==> src/hdl/depth_tested_alpha_blend_rop_assert.svh <==
// Assertion macros shared by the raster output stage modules.
// Needs clk and rst_n in the scope of each use; no other dependencies.
`ifndef DEPTH_TESTED_ALPHA_BLEND_ROP_ASSERT_SVH
`define DEPTH_TESTED_ALPHA_BLEND_ROP_ASSERT_SVH

// Same-cycle implication, checked out of reset.
`define DTAB_ASSERT_NOW(label, ante, cons, msg) \
  label: assert property (@(posedge clk) disable iff (!rst_n) (ante) |-> (cons)) \
    else $error(msg);

// Next-cycle implication, checked out of reset.
`define DTAB_ASSERT_NEXT(label, ante, cons, msg) \
  label: assert property (@(posedge clk) disable iff (!rst_n) (ante) |=> (cons)) \
    else $error(msg);

`endif

==> src/hdl/dtab_pkg.sv <==
// Shared types, codes and helpers for the raster output stage.
// No dependencies; imported by every module of the block but dtab_ram.
package dtab_pkg;

  localparam int unsigned MAX_WIDTH_DEF  = 256;
  localparam int unsigned MAX_HEIGHT_DEF = 256;
  localparam int unsigned QUEUE_DEPTH    = 2;

  localparam int unsigned CFG_AW = 5;
  localparam int unsigned CFG_DW = 32;

  // Register indexes (paddr[4:2])
  localparam logic [2:0] REG_FB_WIDTH    = 3'd0;
  localparam logic [2:0] REG_FB_HEIGHT   = 3'd1;
  localparam logic [2:0] REG_SC_LEFT     = 3'd2;
  localparam logic [2:0] REG_SC_TOP      = 3'd3;
  localparam logic [2:0] REG_SC_SPAN_X   = 3'd4;
  localparam logic [2:0] REG_SC_SPAN_Y   = 3'd5;
  localparam logic [2:0] REG_DEPTH_LEVEL = 3'd6;

  // Request codes; any other code reads
  localparam logic [1:0] REQ_DRAW  = 2'd0;
  localparam logic [1:0] REQ_CLEAR = 2'd1;

  // Result status codes
  localparam logic [1:0] ST_DONE   = 2'd0;
  localparam logic [1:0] ST_CLIP   = 2'd1;
  localparam logic [1:0] ST_HIDDEN = 2'd2;

  // ceil(2^24 / 255): exact floor division by 255 for values up to 255*255
  localparam logic [16:0] DIV255_RECIP = 17'd65794;

  typedef enum logic [1:0] {
    KIND_DRAW,
    KIND_CLEAR,
    KIND_READ,
    KIND_CLIP
  } kind_t;

  typedef enum logic [1:0] {
    BK_IDLE,
    BK_CALC,
    BK_DONE
  } back_state_t;

  typedef struct packed {
    logic [8:0]  fb_width;
    logic [8:0]  fb_height;
    logic [11:0] sc_left;
    logic [11:0] sc_top;
    logic [12:0] sc_span_x;
    logic [12:0] sc_span_y;
    logic [7:0]  depth_level;
  } cfg_t;

  localparam cfg_t CFG_RESET = '{
    fb_width:    9'd256,
    fb_height:   9'd256,
    sc_left:     12'd0,
    sc_top:      12'd0,
    sc_span_x:   13'd8191,
    sc_span_y:   13'd8191,
    depth_level: 8'd1
  };

  typedef struct packed {
    kind_t      kind;
    logic [7:0] red;
    logic [7:0] green;
    logic [7:0] blue;
    logic [7:0] alpha;
  } item_t;

  // Floor of v / 255 for v <= 65025, by reciprocal multiply
  function automatic logic [7:0] div255(input logic [15:0] v);
    logic [32:0] prod;
    prod = 33'(v) * 33'(DIV255_RECIP);
    return prod[31:24];
  endfunction

endpackage

==> src/hdl/dtab_back.sv <==
// Pixel engine: reads the stored pixel, depth tests, blends, writes back
// and holds the result. Depends on dtab_pkg and the assertion macro header.
`include "depth_tested_alpha_blend_rop_assert.svh"

module dtab_back
  import dtab_pkg::*;
#(
  parameter int unsigned AW = 16
) (
  input  logic          clk,
  input  logic          rst_n,
  input  logic [7:0]    depth_level,
  input  logic          q_empty,
  output logic          q_pop,
  input  item_t         q_item,
  input  logic [AW-1:0] q_addr,
  output logic          ram_re,
  output logic [AW-1:0] ram_raddr,
  input  logic [31:0]   color_rdata,
  input  logic [7:0]    depth_rdata,
  output logic          ram_we,
  output logic [AW-1:0] ram_waddr,
  output logic [31:0]   color_wdata,
  output logic [7:0]    depth_wdata,
  output logic          out_valid,
  input  logic          out_ready,
  output logic [1:0]    out_status,
  output logic [7:0]    out_red,
  output logic [7:0]    out_green,
  output logic [7:0]    out_blue,
  output logic [7:0]    out_alpha,
  output logic [7:0]    out_depth
);

  back_state_t   state_r, state_nxt;
  item_t         item_r;
  logic [AW-1:0] addr_r;
  logic          hidden_r;
  logic [15:0]   mix_red_r, mix_green_r, mix_blue_r;
  logic [31:0]   pix_r;
  logic [7:0]    dep_r;

  logic          out_valid_r, out_valid_nxt;
  logic [1:0]    status_r;
  logic [31:0]   res_pix_r;
  logic [7:0]    res_dep_r;

  logic          out_free, finish;
  logic [7:0]    alpha_inv;
  logic [1:0]    status_nxt;
  logic [31:0]   res_pix_nxt;
  logic [7:0]    res_dep_nxt;
  logic          wr_nxt;

  assign out_free  = !out_valid_r || out_ready;
  assign alpha_inv = 8'd255 - item_r.alpha;

  always_comb begin
    state_nxt = state_r;
    q_pop     = 1'b0;
    finish    = 1'b0;
    case (state_r)
      BK_IDLE: begin
        if (!q_empty) begin
          q_pop     = 1'b1;
          state_nxt = BK_CALC;
        end
      end
      BK_CALC: begin
        state_nxt = BK_DONE;
      end
      BK_DONE: begin
        if (out_free) begin
          finish    = 1'b1;
          state_nxt = BK_IDLE;
        end
      end
      default: begin
        state_nxt = BK_IDLE;
      end
    endcase
  end

  // Result and write-back for the item in the last step
  always_comb begin
    status_nxt  = ST_DONE;
    res_pix_nxt = pix_r;
    res_dep_nxt = dep_r;
    wr_nxt      = 1'b0;
    case (item_r.kind)
      KIND_CLIP: begin
        status_nxt  = ST_CLIP;
        res_pix_nxt = '0;
        res_dep_nxt = '0;
      end
      KIND_CLEAR: begin
        res_pix_nxt = '1;
        res_dep_nxt = '0;
        wr_nxt      = 1'b1;
      end
      KIND_DRAW: begin
        if (hidden_r) begin
          status_nxt = ST_HIDDEN;
        end else begin
          res_pix_nxt = {item_r.alpha, div255(mix_red_r), div255(mix_green_r),
                         div255(mix_blue_r)};
          res_dep_nxt = depth_level;
          wr_nxt      = 1'b1;
        end
      end
      default: begin
      end
    endcase
  end

  assign ram_re      = q_pop;
  assign ram_raddr   = q_addr;
  assign ram_we      = finish && wr_nxt;
  assign ram_waddr   = addr_r;
  assign color_wdata = res_pix_nxt;
  assign depth_wdata = res_dep_nxt;

  always_comb begin
    out_valid_nxt = out_valid_r;
    if (finish) begin
      out_valid_nxt = 1'b1;
    end else if (out_ready) begin
      out_valid_nxt = 1'b0;
    end
  end

  always_ff @(posedge clk) begin
    if (!rst_n) begin
      state_r     <= BK_IDLE;
      out_valid_r <= 1'b0;
    end else begin
      state_r     <= state_nxt;
      out_valid_r <= out_valid_nxt;
    end
  end

  always_ff @(posedge clk) begin
    if (q_pop) begin
      item_r <= q_item;
      addr_r <= q_addr;
    end
    if (state_r == BK_CALC) begin
      pix_r       <= color_rdata;
      dep_r       <= depth_rdata;
      hidden_r    <= depth_rdata > depth_level;
      mix_red_r   <= 16'(item_r.red) * 16'(item_r.alpha) +
                     16'(color_rdata[23:16]) * 16'(alpha_inv);
      mix_green_r <= 16'(item_r.green) * 16'(item_r.alpha) +
                     16'(color_rdata[15:8]) * 16'(alpha_inv);
      mix_blue_r  <= 16'(item_r.blue) * 16'(item_r.alpha) +
                     16'(color_rdata[7:0]) * 16'(alpha_inv);
    end
    if (finish) begin
      status_r  <= status_nxt;
      res_pix_r <= res_pix_nxt;
      res_dep_r <= res_dep_nxt;
    end
  end

  assign out_valid  = out_valid_r;
  assign out_status = status_r;
  assign out_alpha  = res_pix_r[31:24];
  assign out_red    = res_pix_r[23:16];
  assign out_green  = res_pix_r[15:8];
  assign out_blue   = res_pix_r[7:0];
  assign out_depth  = res_dep_r;

  `DTAB_ASSERT_NOW(a_we_only_on_finish, ram_we, state_r == BK_DONE && out_free,
                   "frame buffer written outside the final step")
  `DTAB_ASSERT_NOW(a_clip_never_writes, state_r == BK_DONE && item_r.kind == KIND_CLIP,
                   !ram_we, "clipped request wrote the frame buffer")
  `DTAB_ASSERT_NEXT(a_pop_starts_calc, q_pop, state_r == BK_CALC && !out_valid_r ||
                    state_r == BK_CALC, "popped item did not advance to the blend step")

endmodule

==> config.mk <==
export PLATFORM = sky130hd
export DESIGN_NAME = dtab_back
export DESIGN_NICKNAME = d
export VERILOG_FILES = /design/src/hdl/dtab_pkg.sv /design/src/hdl/dtab_back.sv
export VERILOG_INCLUDE_DIRS = /design/src /design/src/hdl
export SDC_FILE = /design/constraint.sdc
export NUM_CORES = 1
export LEC_CHECK = 0
export BUFFER_PORTS_ARGS = -buffer_cell sky130_fd_sc_hd__buf_2
export CORE_MARGIN = 1.5
export CORE_UTILIZATION = 30
export CTS_CLUSTER_SIZE = 10
export DETAILED_ROUTE_END_ITERATION = 16
export GPL_TIMING_DRIVEN = 0
export SYNTH_ARGS = -nofsm -noshare
export SYNTH_HDL_FRONTEND = slang
export SYNTH_SLANG_ARGS = --single-unit
export TNS_END_PERCENT = 20
==> constraint.sdc <==
create_clock -name clk -period 17.3 [get_ports clk]
set_input_delay 1.73 -clock clk [delete_from_list [all_inputs] [get_ports clk]]
set_output_delay 1.73 -clock clk [all_outputs]
set_load 0.005 [all_outputs]
Word-level counts from Yosys, hierarchy flattened
Cells that the tools add are included.
{"block": "classes", "n_reduce_logical": 8, "mux": 17, "add_sub_neg": 4, "mul": 9, "eq_ne": 6, "n_lt_le_gt_ge": 1}
{"operator": "multiplier 8 x 8 -> 16 bit", "n": 6}
{"operator": "case mux 32 bit (3 select lines)", "n": 1}
{"operator": "multiplier 16 x 16 -> 31 bit, second input constant", "n": 3}
{"operator": "adder 16 bit", "n": 3}
{"operator": "two-way mux 32 bit", "n": 1}
{"operator": "case mux 8 bit (2 select lines)", "n": 1}
{"operator": "> comparator 8 bit", "n": 1}
{"operator": "two-way mux 8 bit", "n": 1}
{"operator": "subtractor 8 bit, first input constant", "n": 1}
{"operator": "two-way mux 1 bit", "n": 7}
{"operator": "two-way mux 2 bit", "n": 3}
{"operator": "case mux 2 bit (3 select lines)", "n": 1}
{"operator": "equality test 2 x 1 -> 1 bit, second input constant", "n": 2}
{"operator": "equality test 2 bit, second input constant", "n": 2}
{"operator": "zero test 2 bit", "n": 2}
{"operator": "inequality test 2 bit, second input constant", "n": 2}
{"operator": "case mux 2 bit (2 select lines)", "n": 1}
{"operator": "case mux 1 bit (2 select lines)", "n": 1}
{"operator": "AND reduction 2 bit", "n": 1}
{"operator": "nonzero test 2 bit", "n": 1}
{"operator": "OR reduction 2 bit", "n": 1}
{"operator": "logical AND 1 bit", "n": 1}
{"operator": "zero test 1 bit", "n": 1}
{"operator": "logical OR 1 bit", "n": 1}
{"block": "word_totals", "register_bits": 184, "wordCells": 62}

Depth between registers and ports, before layout
Gate-level depths: netlist of the first run.
{"block": "logic_depth", "depth_word": 5, "depth_mapped": 23, "mapped_depth_nobuf": 21}

Worst setup path before layout of the first run
OpenSTA, ideal clock, no wires.
{"block": "synth_path", "path_type": "input -> output", "startpoint": "input port q_empty", "endpoint": "output port ram_re", "n_path_buf": 1, "stages": 2, "path_slack_ns": 9.793, "required_ns": 15.570, "arrival_time_ns": 5.777, "path_cell_list": "nor3_1 -> buf_4"}
{"block": "synth_between", "elab_chain_len": 2}
{"item": "start, declared", "line_no": "dtab_back.sv:13", "source": "input logic q_empty,"}
{"item": "two-way mux 1 bit", "line_no": "dtab_back.sv:64", "source": "if (!q_empty) begin"}
{"item": "two-way mux 1 bit", "line_no": "dtab_back.sv:62", "source": "case (state_r)"}
{"item": "end, declared", "line_no": "dtab_back.sv:17", "source": "output logic ram_re,"}
Every way passes these cells.

Worst setup path after layout of the first run
{"block": "layout_path", "startpoint": "register item_r[4] in the netlist's numbering", "endpoint": "register mix_blue_r[15] (data pin)"}
{"block": "layout_between", "elab_chain_len": 3, "elab_cells_between_ends": 4, "cone_classes": "add/sub (2); mul (2)"}
{"item": "start, declared", "line_no": "dtab_back.sv:36", "source": "item_t item_r;"}
{"item": "start signal, assigned", "line_no": "dtab_back.sv:144", "source": "item_r <= q_item;"}
{"item": "subtractor 8 bit", "line_no": "dtab_back.sv:56", "source": "assign alpha_inv = 8'd255 - item_r.alpha;"}
{"item": "multiplier 8 x 8 -> 16 bit", "line_no": "dtab_back.sv:156", "source": "16'(color_rdata[7:0]) * 16'(alpha_inv);"}
{"item": "adder 16 bit *", "line_no": "dtab_back.sv:155", "source": "mix_blue_r <= 16'(item_r.blue) * 16'(item_r.alpha) +"}
{"item": "end signal, assigned", "line_no": "dtab_back.sv:155"}
{"item": "end, declared", "line_no": "dtab_back.sv:39", "source": "logic [15:0] mix_red_r, mix_green_r, mix_blue_r;"}
Mark *: on every way between the ends. The rest lies on a longest branch, timed or not.
A chain may end at the register's enable or synchronous reset.

==> results of run 1 <==
==> area by class of cell <==
class / instances / area, µm²
fillers: 7616 / 49700
multi-input cells: 1471 / 15600
flip-flops and latches: 184 / 5500
inverters: 430 / 1610
well taps: 1030 / 1290
repair buffers: 229 / 1250
clock buffers: 17 / 425
plain buffers: 73 / 338
clock inverters: 15 / 221
==> final timing paths <==
kind	endpoint	from	slack [ns]
worst max-delay path	mix_blue_r[15]	item_r[4]	10.02
worst min-delay path	out_valid	out_valid	0.55
worst max register to register	mix_blue_r[15]	item_r[4]	10.02
worst min register to register	out_valid	out_valid	0.55
==> worst register-to-register path, delay by kind of cell (launching register included) <==
family,cells,cell delay [ns]
AOI/OAI and AO/OA,3,0.54
xor gates and xnor gates,1,0.45
adders and majority gates,7,3.42
buffers and inverters,5,1.44
DFF,1,0.58
and+or+nand+nor,4,0.57
==> where the power goes <==
| group | internal, mW | leakage [nW] | switching [mW] |
|---|---|---|---|
| Sequential | 0.732 | 1.71 | 0.0884 |
| Combinational | 1.62 | 10.6 | 2.08 |
| Clock | 0.203 | 0.310 | 0.237 |
==> metrics by stage <==
stage / setup slack [ns] / power (mW) / hold WS, ns
final: 10.02 / 4.96 / 0.549
after global routing: 9.72 / 5.60 / 0.591
after CTS: 10.12 / 5.01 / 0.545
after detailed placement: 9.72 / 4.52 / 0.534
after global placement: 5.63 / 4.49 / 0.515
after floorplan: 9.79 / 3.60 / 0.510
==> cell families (layout without fill, tap and decap cells) <==
family	count (synthesis)	in the layout	share of synthesized area (%)
flops	184	184	23.9
compound gates	200	200	6.10
other cells	1	3	0.0163
simple gates	521	521	12.5
xor+xnor	63	63	2.40
mux	6	6	0.310
buf+inv	503	764	8.48
fa+ha+maj	678	678	46.3
==> state kept, by name, summed over array words and instances, names as in the netlist <==
register	cells
out_status	2
hidden_r	1
item_r	34
out_valid	1
mix_blue_r	16
pix_r	32
out_depth	8
res_pix_r	32
mix_green_r	16
dep_r	8
state_r	2
ram_waddr	16
mix_red_r	16
==> cell usage in the layout, fill, tap and decap left out, types with 6 or more instances in the layout <==
master     Yosys  final
clkbuf_16      0     17
nor2b_1      147    145
buf_2          0    219
o21ai_0       29     29
buf_4         17     17
xnor2_1       49     49
nand3_1       26     26
a221o_1       15     15
nor3_1        19     18
ha_1         390    390
o21bai_1      10     10
fa_1         288    288
xor2_1        14     14
inv_1        430    430
clkbuf_1      54     54
nand2_1      106    106
clkinv_8       0      7
nand4_1        7      7
or3_1          8      8
a21oi_1       55     55
edfxtp_1     181    181
a31oi_1        9      9
nor2_1        27     27
buf_6          0      6
and2_1       112    112
nand2b_1      53     53
a21o_1        18     18
a22o_1        25     25
==> layer usage <==
| metal | global-route usage, % | up-vias |
|---|---|---|
| li1 | - | 7475 |
| met1 | 21.3 | 7807 |
| met2 | 26.2 | 430 |
| met3 | 3.16 | 66 |
| met4 | 4.03 | 8 |
| met5 | 0 | - |
==> results.sh, run 1 <==
export IMPL_status="complete, no violations"
export IMPL_cp_top_family="adder cells"
export IMPL_endpoint_kind="register"
export IMPL_min_path_cells=2
export IMPL_track_usage_pct=15.9
export IMPL_synth_top_cells_by_count="inv_1, ha_1, fa_1"
export IMPL_cts_tree="done"
export IMPL_dieArea_um2=78400
export IMPL_clk_path_buf_depth=2
export IMPL_cts_setup_buffers=0
export IMPL_yosys_area_top_type="fa_1"
export IMPL_tightest_slew_ns=1.15
export IMPL_die_x_um=280
export IMPL_drt_iter0_markers=762
export IMPL_worstSkewPairLatency_ns=0.51
export IMPL_wl_met2_mm=28.0
export IMPL_antenna_cells=0
export IMPL_viasPerCell=4.58
export IMPL_synth_top_area_share_pct=25.1
export IMPL_synth_distinct_cells=55
export IMPL_worstPathArrival_ns=7.51
export IMPL_clk_pin_slew_ns=0.09
export IMPL_path_buf_inv=5
export IMPL_rsz0062_at_grt="false"
export IMPL_rr_worst_depth=20
export IMPL_max_clock_freq_ghz=0.137
export IMPL_place_congestion=0.870
export IMPL_drv_slew=0
export IMPL_final_cell_count_no_fill=3449
export IMPL_cts_sinks=184
export IMPL_cp_common_cell="fa_1"
export IMPL_nets=3186
export IMPL_grt_pass1_wl_mm=92.5
export IMPL_path_class="register to register"
export IMPL_setup_viol=0
export IMPL_detailed_place_hpwl_mm=49.7
export IMPL_yosys_warnings=0
export IMPL_grt_ovfl_total=0
export IMPL_cts_hold_buf=0
export IMPL_pwr_density_cell_nw_per_um2=189
export IMPL_worst_path_max_fanout=10
export IMPL_vias=15786
export IMPL_top_layer="met5"
export IMPL_drt_total_wl_mm=60.4
export IMPL_postCtsResizedCells=0
export IMPL_postPlaceCellArea_um2=25600
export IMPL_yosysMostFrequentCell="inv_1"
export IMPL_synth_main_ff_cell="edfxtp_1"
export IMPL_dr_pass1_iters=5
export IMPL_drc=0
export IMPL_ys_seq_area_share_pct=23.9
export IMPL_timing_final_hold_violations=0
export IMPL_core_area_um2=75900
export IMPL_wl_met1_mm=27.6
export IMPL_htreeDepth=4
export IMPL_area_growth_pct=14.0
export IMPL_critPathMaxStageDelay_ns=0.73
export IMPL_fin_crit_sh_pct=42.1
export IMPL_synth_edf_count=181
export IMPL_root_buffer="clkbuf_16"
export IMPL_path_cells="clkbuf_1, clkbuf_1, nand2_1, fa_1, fa_1, fa_1, inv_1, fa_1, fa_1, inv_1, fa_1, inv_1, ha_1, nor3_1, nor2_1, nand3_1, a31oi_1, a21o_1, a21oi_1, xnor2_1"
export IMPL_grt_pass1_vias=16094
export IMPL_grt_max_degree=34
export IMPL_antenna_found_initial=8
export IMPL_p_leak_nw=12.7
export IMPL_ant_nets=0
export IMPL_placedCellCount=3417
export IMPL_max_slew_margin_pct=23.5
export IMPL_rows=101
export IMPL_cts_made_buffers=17
export IMPL_synth_seq_cells=184
export IMPL_syn_area_per_cell_um2=10.7
export IMPL_finalSetupTns_ns=0
export IMPL_synth_area_um2=23000
export IMPL_yosys_top_cells_area="fa_1, edfxtp_1, ha_1"
export IMPL_max_cap_viol_count=0
export IMPL_wl_met3_mm=3.69
export IMPL_synth_cells=2156
export IMPL_boundaryPins=220
export IMPL_dieHeight_um=280
export IMPL_hp_class="register to register"
export IMPL_timing_final_crit_period_ns=7.28
export IMPL_worstPathRequired_ns=17.53
export IMPL_skew_ns=0.0209
export IMPL_initial_core_util_pct=30.3
export IMPL_port_buffers=219
export IMPL_crit_cells=20
export IMPL_slowest_stage="clkbuf_1"
export IMPL_wl_per_cell_um=17.5
export IMPL_async_reset_ff_share_pct=0
export IMPL_fin_util_pct=34.5
export IMPL_final_layout_size_suffix_gt1_share_pct=12.3
export IMPL_finish_instance_area_um2=26200
export IMPL_peakVddDrop_mv=0.205
export IMPL_startpoint_type="register"
Note: power is estimated with default switching activity, not from simulation.
==> run 2, diff against run 1 <==
==> constraint.sdc (replaced) <==
create_clock -name clk -period 6.38 [get_ports clk]
set_input_delay 0.638 -clock clk [delete_from_list [all_inputs] [get_ports clk]]
set_output_delay 0.638 -clock clk [all_outputs]
set_load 0.005 [all_outputs]
==> run 2 against run 1 <==
Die area did not move. Fmax rose by 17%. Cell count rose by 0.29%. Combinational power rose to 2.8 times the previous value. Design area rose by 1.1%. Via count rose by 0.41%. Hold slack got worse by 0.26 ns. Clock-buffer cell count did not move. Largest cell class unchanged. Critical path depth did not move. Non-clock buffer count rose by 9. Highest routed layer unchanged. Register-to-register slack got worse by 9.9 ns. Clock skew barely moved.
==> results.sh, run 2 (synthesized netlist as in run 1, its figures left out) <==
export IMPL_reg2reg_to="mix_blue_r[15]"
export IMPL_worstPathArrival_ns=6.53
export IMPL_hp_class="input port to register"
export IMPL_worstSkewPairLatency_ns=0.51
export IMPL_p_leak_nw=12.9
export IMPL_grt_ovfl_total=0
export IMPL_status="complete, no violations"
export IMPL_grt_max_degree=34
export IMPL_rr_worst_depth=20
export IMPL_holdPathEnd="item_r[16]"
export IMPL_r2r_slack_ns=0.13
export IMPL_core_area_um2=75900
export IMPL_max_clock_freq_ghz=0.160
export IMPL_setup_viol=0
export IMPL_top_layer="met5"
export IMPL_drc=0
export IMPL_registers_top_by_ff_count="item_r"
export IMPL_max_slew_margin_pct=51.1
export IMPL_area_growth_pct=15.2
export IMPL_reg_top3="item_r x34, pix_r x32, res_pix_r x32"
export IMPL_timing_final_crit_period_ns=6.25
export IMPL_rows=101
export IMPL_place_congestion=0.870
export IMPL_final_layout_size_suffix_gt1_share_pct=14.5
export IMPL_skew_ns=0.0210
export IMPL_nets=3195
export IMPL_antenna_found_initial=8
export IMPL_finalHoldWorstSlack_ns=0.294
export IMPL_wl_per_cell_um=17.5
export IMPL_worst_path_max_fanout=10
export IMPL_largest_reg_flops=34
export IMPL_drt_iter0_markers=849
export IMPL_port_buffers=219
export IMPL_max_cap_viol_count=0
export IMPL_peakVddDrop_mv=0.646
export IMPL_cts_sinks=184
export IMPL_mostFrequentLayoutCell="inv_1"
export IMPL_boundaryPins=220
export IMPL_final_cell_count_no_fill=3459
export IMPL_clk_pin_slew_ns=0.10
export IMPL_wl_met2_mm=27.9
export IMPL_fin_crit_sh_pct=97.9
export IMPL_path_cells="clkbuf_1, nor2b_1, fa_1, inv_1, fa_1, inv_1, fa_1, fa_1, fa_1, inv_1, fa_1, inv_1, ha_1, nor2_1, nor2_1, nand3_1, a31oi_4, a21o_1, a21oi_2, xnor2_2"
export IMPL_slowest_stage="clkbuf_1"
export IMPL_final_cell_mix="inv_1, ha_1, fa_1, buf_2, edfxtp_1"
export IMPL_cts_hold_buf=0
export IMPL_timing_rr_start="item_r[2]"
export IMPL_die_x_um=280
export IMPL_grt_pass1_vias=16134
export IMPL_viasPerCell=4.58
export IMPL_htreeDepth=4
export IMPL_cts_tree="done"
export IMPL_rsz0062_at_grt="true"
export IMPL_detailed_place_hpwl_mm=49.7
export IMPL_dr_pass1_iters=5
export IMPL_worstPathRequired_ns=6.67
export IMPL_tightest_slew_ns=0.734
export IMPL_cp_common_cell="fa_1"
export IMPL_pwr_density_cell_nw_per_um2=523
export IMPL_drv_slew=0
export IMPL_wl_met3_mm=3.60
export IMPL_cts_made_buffers=17
export IMPL_timing_final_hold_violations=0
export IMPL_critPathMaxStageDelay_ns=0.56
export IMPL_clk_path_buf_depth=2
export IMPL_dieArea_um2=78400
export IMPL_min_path_cells=1
export IMPL_dieHeight_um=280
export IMPL_placedCellCount=3417
export IMPL_root_buffer="clkbuf_16"
export IMPL_fin_util_pct=34.9
export IMPL_path_class="register to register"
export IMPL_startpoint_type="register"
export IMPL_track_usage_pct=15.9
export IMPL_ant_nets=0
export IMPL_endpoint_kind="register"
export IMPL_grt_pass1_wl_mm=92.7
export IMPL_initial_core_util_pct=30.3
export IMPL_vias=15851
export IMPL_drt_total_wl_mm=60.7
export IMPL_wl_met1_mm=27.8
export IMPL_holdCritStartpoint="q_item[16]"
-- run 2: cell types whose count changed in the layout (fill, tap and decap cells not counted), sizes merged --
cell	change
diode	+1
clkbuf	-17
buf	+26
-- run 2: stage by stage --
step	total power [mW]	setup slack, ns	area (µm²)	setup TNS [ns]
final	13.9	0.134	26500	0
after global routing	15.6	-0.0666	26500	-0.0972
after CTS	13.7	0.00609	26400	0
after detailed placement	12.3	-0.755	25600	-6.92
after global placement	12.2	-3.11	25400	-184.84
after floorplan	9.77	0.632	23000	0
-- run 2: timing repair --
| action | CTS | global route |
|---|---|---|
| endpoints found under the setup margin | 19 | 8 |
| setup buffers | 6 | 5 |
| pin swaps | 0 | 2 |
| gates resized for setup | 48 | 49 |
-- run 2: area by class of cell --
type                       count  area (µm²)
fill                        7597       49400
sequential                   184        5500
timing repair buffer         240        1330
clock inverter                15         221
multi-input combinational   1471       15700
buffer                        71         443
clock buffer                  17         425
antenna                        1        2.50
tap                         1030        1290
inverter                     430        1610
-- run 2: worst max-delay path by stage --
stage               from               to  slack [ns]  cells after the start
2_1_floorplan  item_r[5]  mix_green_r[15]        0.63                     21
3_3_place_gp     q_empty            q_pop       -3.11                      3
5_1_grt        item_r[2]   mix_blue_r[15]       -0.07                     20
3_5_place_dp   item_r[7]    mix_red_r[15]       -0.76                     20
4_1_cts        item_r[4]   mix_blue_r[15]       0.006                     20
6_report       item_r[2]   mix_blue_r[15]        0.13                     20
-- run 2: critical path: cells and delay by family (launching register included) --
kind / cells / cell delay, ns
AOI/OAI and AO/OA: 3 / 0.46
xor gates and xnor gates: 1 / 0.33
adders and majority gates: 7 / 3.41
buffers and inverters: 5 / 0.77
DFF: 1 / 0.48
and+or+nand+nor: 4 / 0.57
-- run 2: metal layers --
metal,track usage [%],vias to the layer above
met5,0,-
met4,4.50,8
met3,3.24,71
met2,26.1,444
met1,21.3,7842
li1,-,7486
-- run 2: where the power goes --
part | total [mW] | internal, mW | switching (mW)
registers | 2.23 | 1.99 | 0.240
logic | 10.4 | 4.59 | 5.86
clock network | 1.20 | 0.550 | 0.645
total | 13.9 | 7.12 | 6.74
==> run 3, diff against run 2 <==
--- a/config.mk
+++ b/config.mk
@@ -7,11 +7,13 @@
 export NUM_CORES = 1
 export LEC_CHECK = 0
 export BUFFER_PORTS_ARGS = -buffer_cell sky130_fd_sc_hd__buf_2
-export CORE_MARGIN = 1.5
+export CELL_PAD_IN_SITES_DETAIL_PLACEMENT = 1
+export CELL_PAD_IN_SITES_GLOBAL_PLACEMENT = 1
 export CORE_UTILIZATION = 30
 export CTS_CLUSTER_SIZE = 10
 export DETAILED_ROUTE_END_ITERATION = 16
 export GPL_TIMING_DRIVEN = 0
+export PLACE_DENSITY_LB_ADDON = 0.1
 export SYNTH_ARGS = -nofsm -noshare
 export SYNTH_HDL_FRONTEND = slang
 export SYNTH_SLANG_ARGS = --single-unit
==> run 3 against run 2 <==
Routed wire length grew 17%. Non-clock buffer count up 6. First-iteration DRC count decreased by 31%. Via count grew 1.7%. Largest cell class unchanged.
==> results.sh, run 3 (synthesized netlist as in run 1, its figures left out) <==
export IMPL_cts_made_buffers=17
export IMPL_fin_util_pct=35.2
export IMPL_htreeDepth=4
export IMPL_max_slew_margin_pct=44.8
export IMPL_drv_slew=0
export IMPL_dr_pass1_iters=4
export IMPL_rows=101
export IMPL_worstPathRequired_ns=6.59
export IMPL_finish_instance_area_um2=26700
export IMPL_die_x_um=279
export IMPL_clk_pin_slew_ns=0.09
export IMPL_worst_path_max_fanout=10
export IMPL_timing_final_hold_violations=0
export IMPL_power_frac_comb_pct=77.5
export IMPL_reg_top3="item_r x34, pix_r x32, res_pix_r x32"
export IMPL_seqPwrFrac_pct=14.8
export IMPL_nets=3201
export IMPL_port_buffers=219
export IMPL_vias=16124
export IMPL_tightest_slew_ns=0.824
export IMPL_endpoint_kind="register"
export IMPL_max_clock_freq_ghz=0.161
export IMPL_final_cell_mix="inv_1, ha_1, fa_1, buf_2, edfxtp_1"
export IMPL_boundaryPins=220
export IMPL_grt_pass1_wl_mm=108
export IMPL_cts_sinks=184
export IMPL_p_clk_share_pct=7.7
export IMPL_track_usage_pct=18.8
export IMPL_grt_ovfl_total=0
export IMPL_wl_per_cell_um=20.5
export IMPL_rsz0062_at_grt="true"
export IMPL_viasPerCell=4.65
export IMPL_initial_core_util_pct=30.3
export IMPL_max_cap_viol_count=0
export IMPL_worstPathArrival_ns=6.41
export IMPL_multi_input_area_um2=15800
export IMPL_nFillCells=8522
export IMPL_timing_final_crit_period_ns=6.20
export IMPL_worstSkewPairLatency_ns=0.51
export IMPL_grt_pass1_vias=17829
export IMPL_ant_nets=0
export IMPL_placedCellCount=3417
export IMPL_p_leak_nw=12.9
export IMPL_cts_hold_buf=0
export IMPL_p_sw_share_pct=50.0
export IMPL_drt_total_wl_mm=70.9
export IMPL_dieArea_um2=77800
export IMPL_final_cell_count_no_fill=3464
export IMPL_mostFrequentLayoutCell="inv_1"
export IMPL_antenna_found_initial=14
export IMPL_core_area_um2=75900
export IMPL_drt_iter0_markers=588
export IMPL_internal_power_mw=7.58
export IMPL_largest_reg_flops=34
export IMPL_fin_crit_sh_pct=97.1
export IMPL_finalSetupTns_ns=0
export IMPL_setup_viol=0
export IMPL_detailed_place_hpwl_mm=58.4
export IMPL_hp_class="input port to register"
export IMPL_area_growth_pct=16.1
export IMPL_root_buffer="clkbuf_16"
export IMPL_status="complete, no violations"
export IMPL_dieHeight_um=279
export IMPL_clk_path_buf_depth=2
export IMPL_grt_max_degree=36
export IMPL_cts_tree="done"
export IMPL_final_layout_size_suffix_gt1_share_pct=15.7
export IMPL_skew_ns=0.0219
export IMPL_path_class="register to register"
export IMPL_r2r_slack_ns=0.18
export IMPL_regArea_um2=5500
export IMPL_pwr_density_cell_nw_per_um2=568
export IMPL_postPlaceCellArea_um2=25600
export IMPL_registers_top_by_ff_count="item_r"
export IMPL_drc=0
export IMPL_peakVddDrop_mv=0.531
export IMPL_p_sw_mw=7.59
export IMPL_startpoint_type="register"
export IMPL_total_power_mw=15.2
export IMPL_place_congestion=0.828
[run 3: cell types whose count changed in the layout (fill, tap and decap cells not counted), sizes merged]
cell | previous run | this run
clkinv | 7 | 2
clkinvlp | 0 | 3
bufinv | 0 | 1
clkbuf | 54 | 64
buf | 274 | 270
[run 3: cell type report]
type	count	share of cell area, %
Multi-Input combinational cell	1471	59.3
Sequential cell	184	20.6
Inverter	430	6.04
Timing Repair Buffer	245	5.12
Tap cell	1030	4.83
Buffer	72	1.90
Clock buffer	17	1.59
Clock inverter	14	0.656
Antenna cell	1	0.00937
[run 3: what timing repair did]
item / CTS / global route
resized for setup: 81 / 42
setup buffers: 14 / 2
hold endpoints to repair: 0 / 0
pin swaps: 2 / 6
setup endpoints to repair: 24 / 9
[run 3: power by group through the flow]
stage,clock network [mW],registers [mW],logic [mW]
after global placement,0,2.29,10.5
after CTS,1.22,2.25,11.1
after detailed placement,0,2.28,10.8
after global routing,1.24,2.27,13.4
final,1.17,2.24,11.8
after floorplan,0,2.13,7.64
[run 3: path summary, 6_finish.rpt]
| path | start | end | cells after the start |
|---|---|---|---|
| setup / recovery | item_r[4] | mix_blue_r[15] | 20 |
| setup reg to reg | item_r[4] | mix_blue_r[15] | 20 |
| hold reg to reg | out_valid | out_valid | 2 |
| hold / removal | q_item[17] | item_r[17] | 1 |
[run 3: stage by stage]
step / hold slack (ns) / setup slack (ns)
finish: 0.299 / 0.182
CTS: 0.254 / 0.00574
global route: 0.270 / -0.0579
global placement: 0.531 / -3.22
detailed placement: 0.557 / -1.14
floorplan: 0.510 / 0.632
[run 3: worst max-delay path, cell delays in order (launching register included)]
cell and delay [ns]:
edfxtp_1 0.57, clkbuf_8 0.23, clkbuf_8 0.19, and2_1 0.17
fa_1 0.53, inv_1 0.05, fa_1 0.52, inv_1 0.06
fa_1 0.52, fa_1 0.45, fa_1 0.56, inv_1 0.06
fa_1 0.53, inv_1 0.07, ha_4 0.28, and2_1 0.21
a31oi_4 0.21, a31oi_4 0.14, a21o_1 0.22, a21oi_2 0.18
xnor2_2 0.15
[run 3: layer usage]
layer  routed length (µm)  vias up  part of all wire (%)  global-route usage [%]
met2                33800      274                    48                    31.7
met1                33300     8290                    47                    25.2
met3                 2270       59                   3.2                    2.45
met5                   57        -                 0.080                       0
li1                     -     7493                     -                       -
met4                 1470        8                   2.1                    5.31
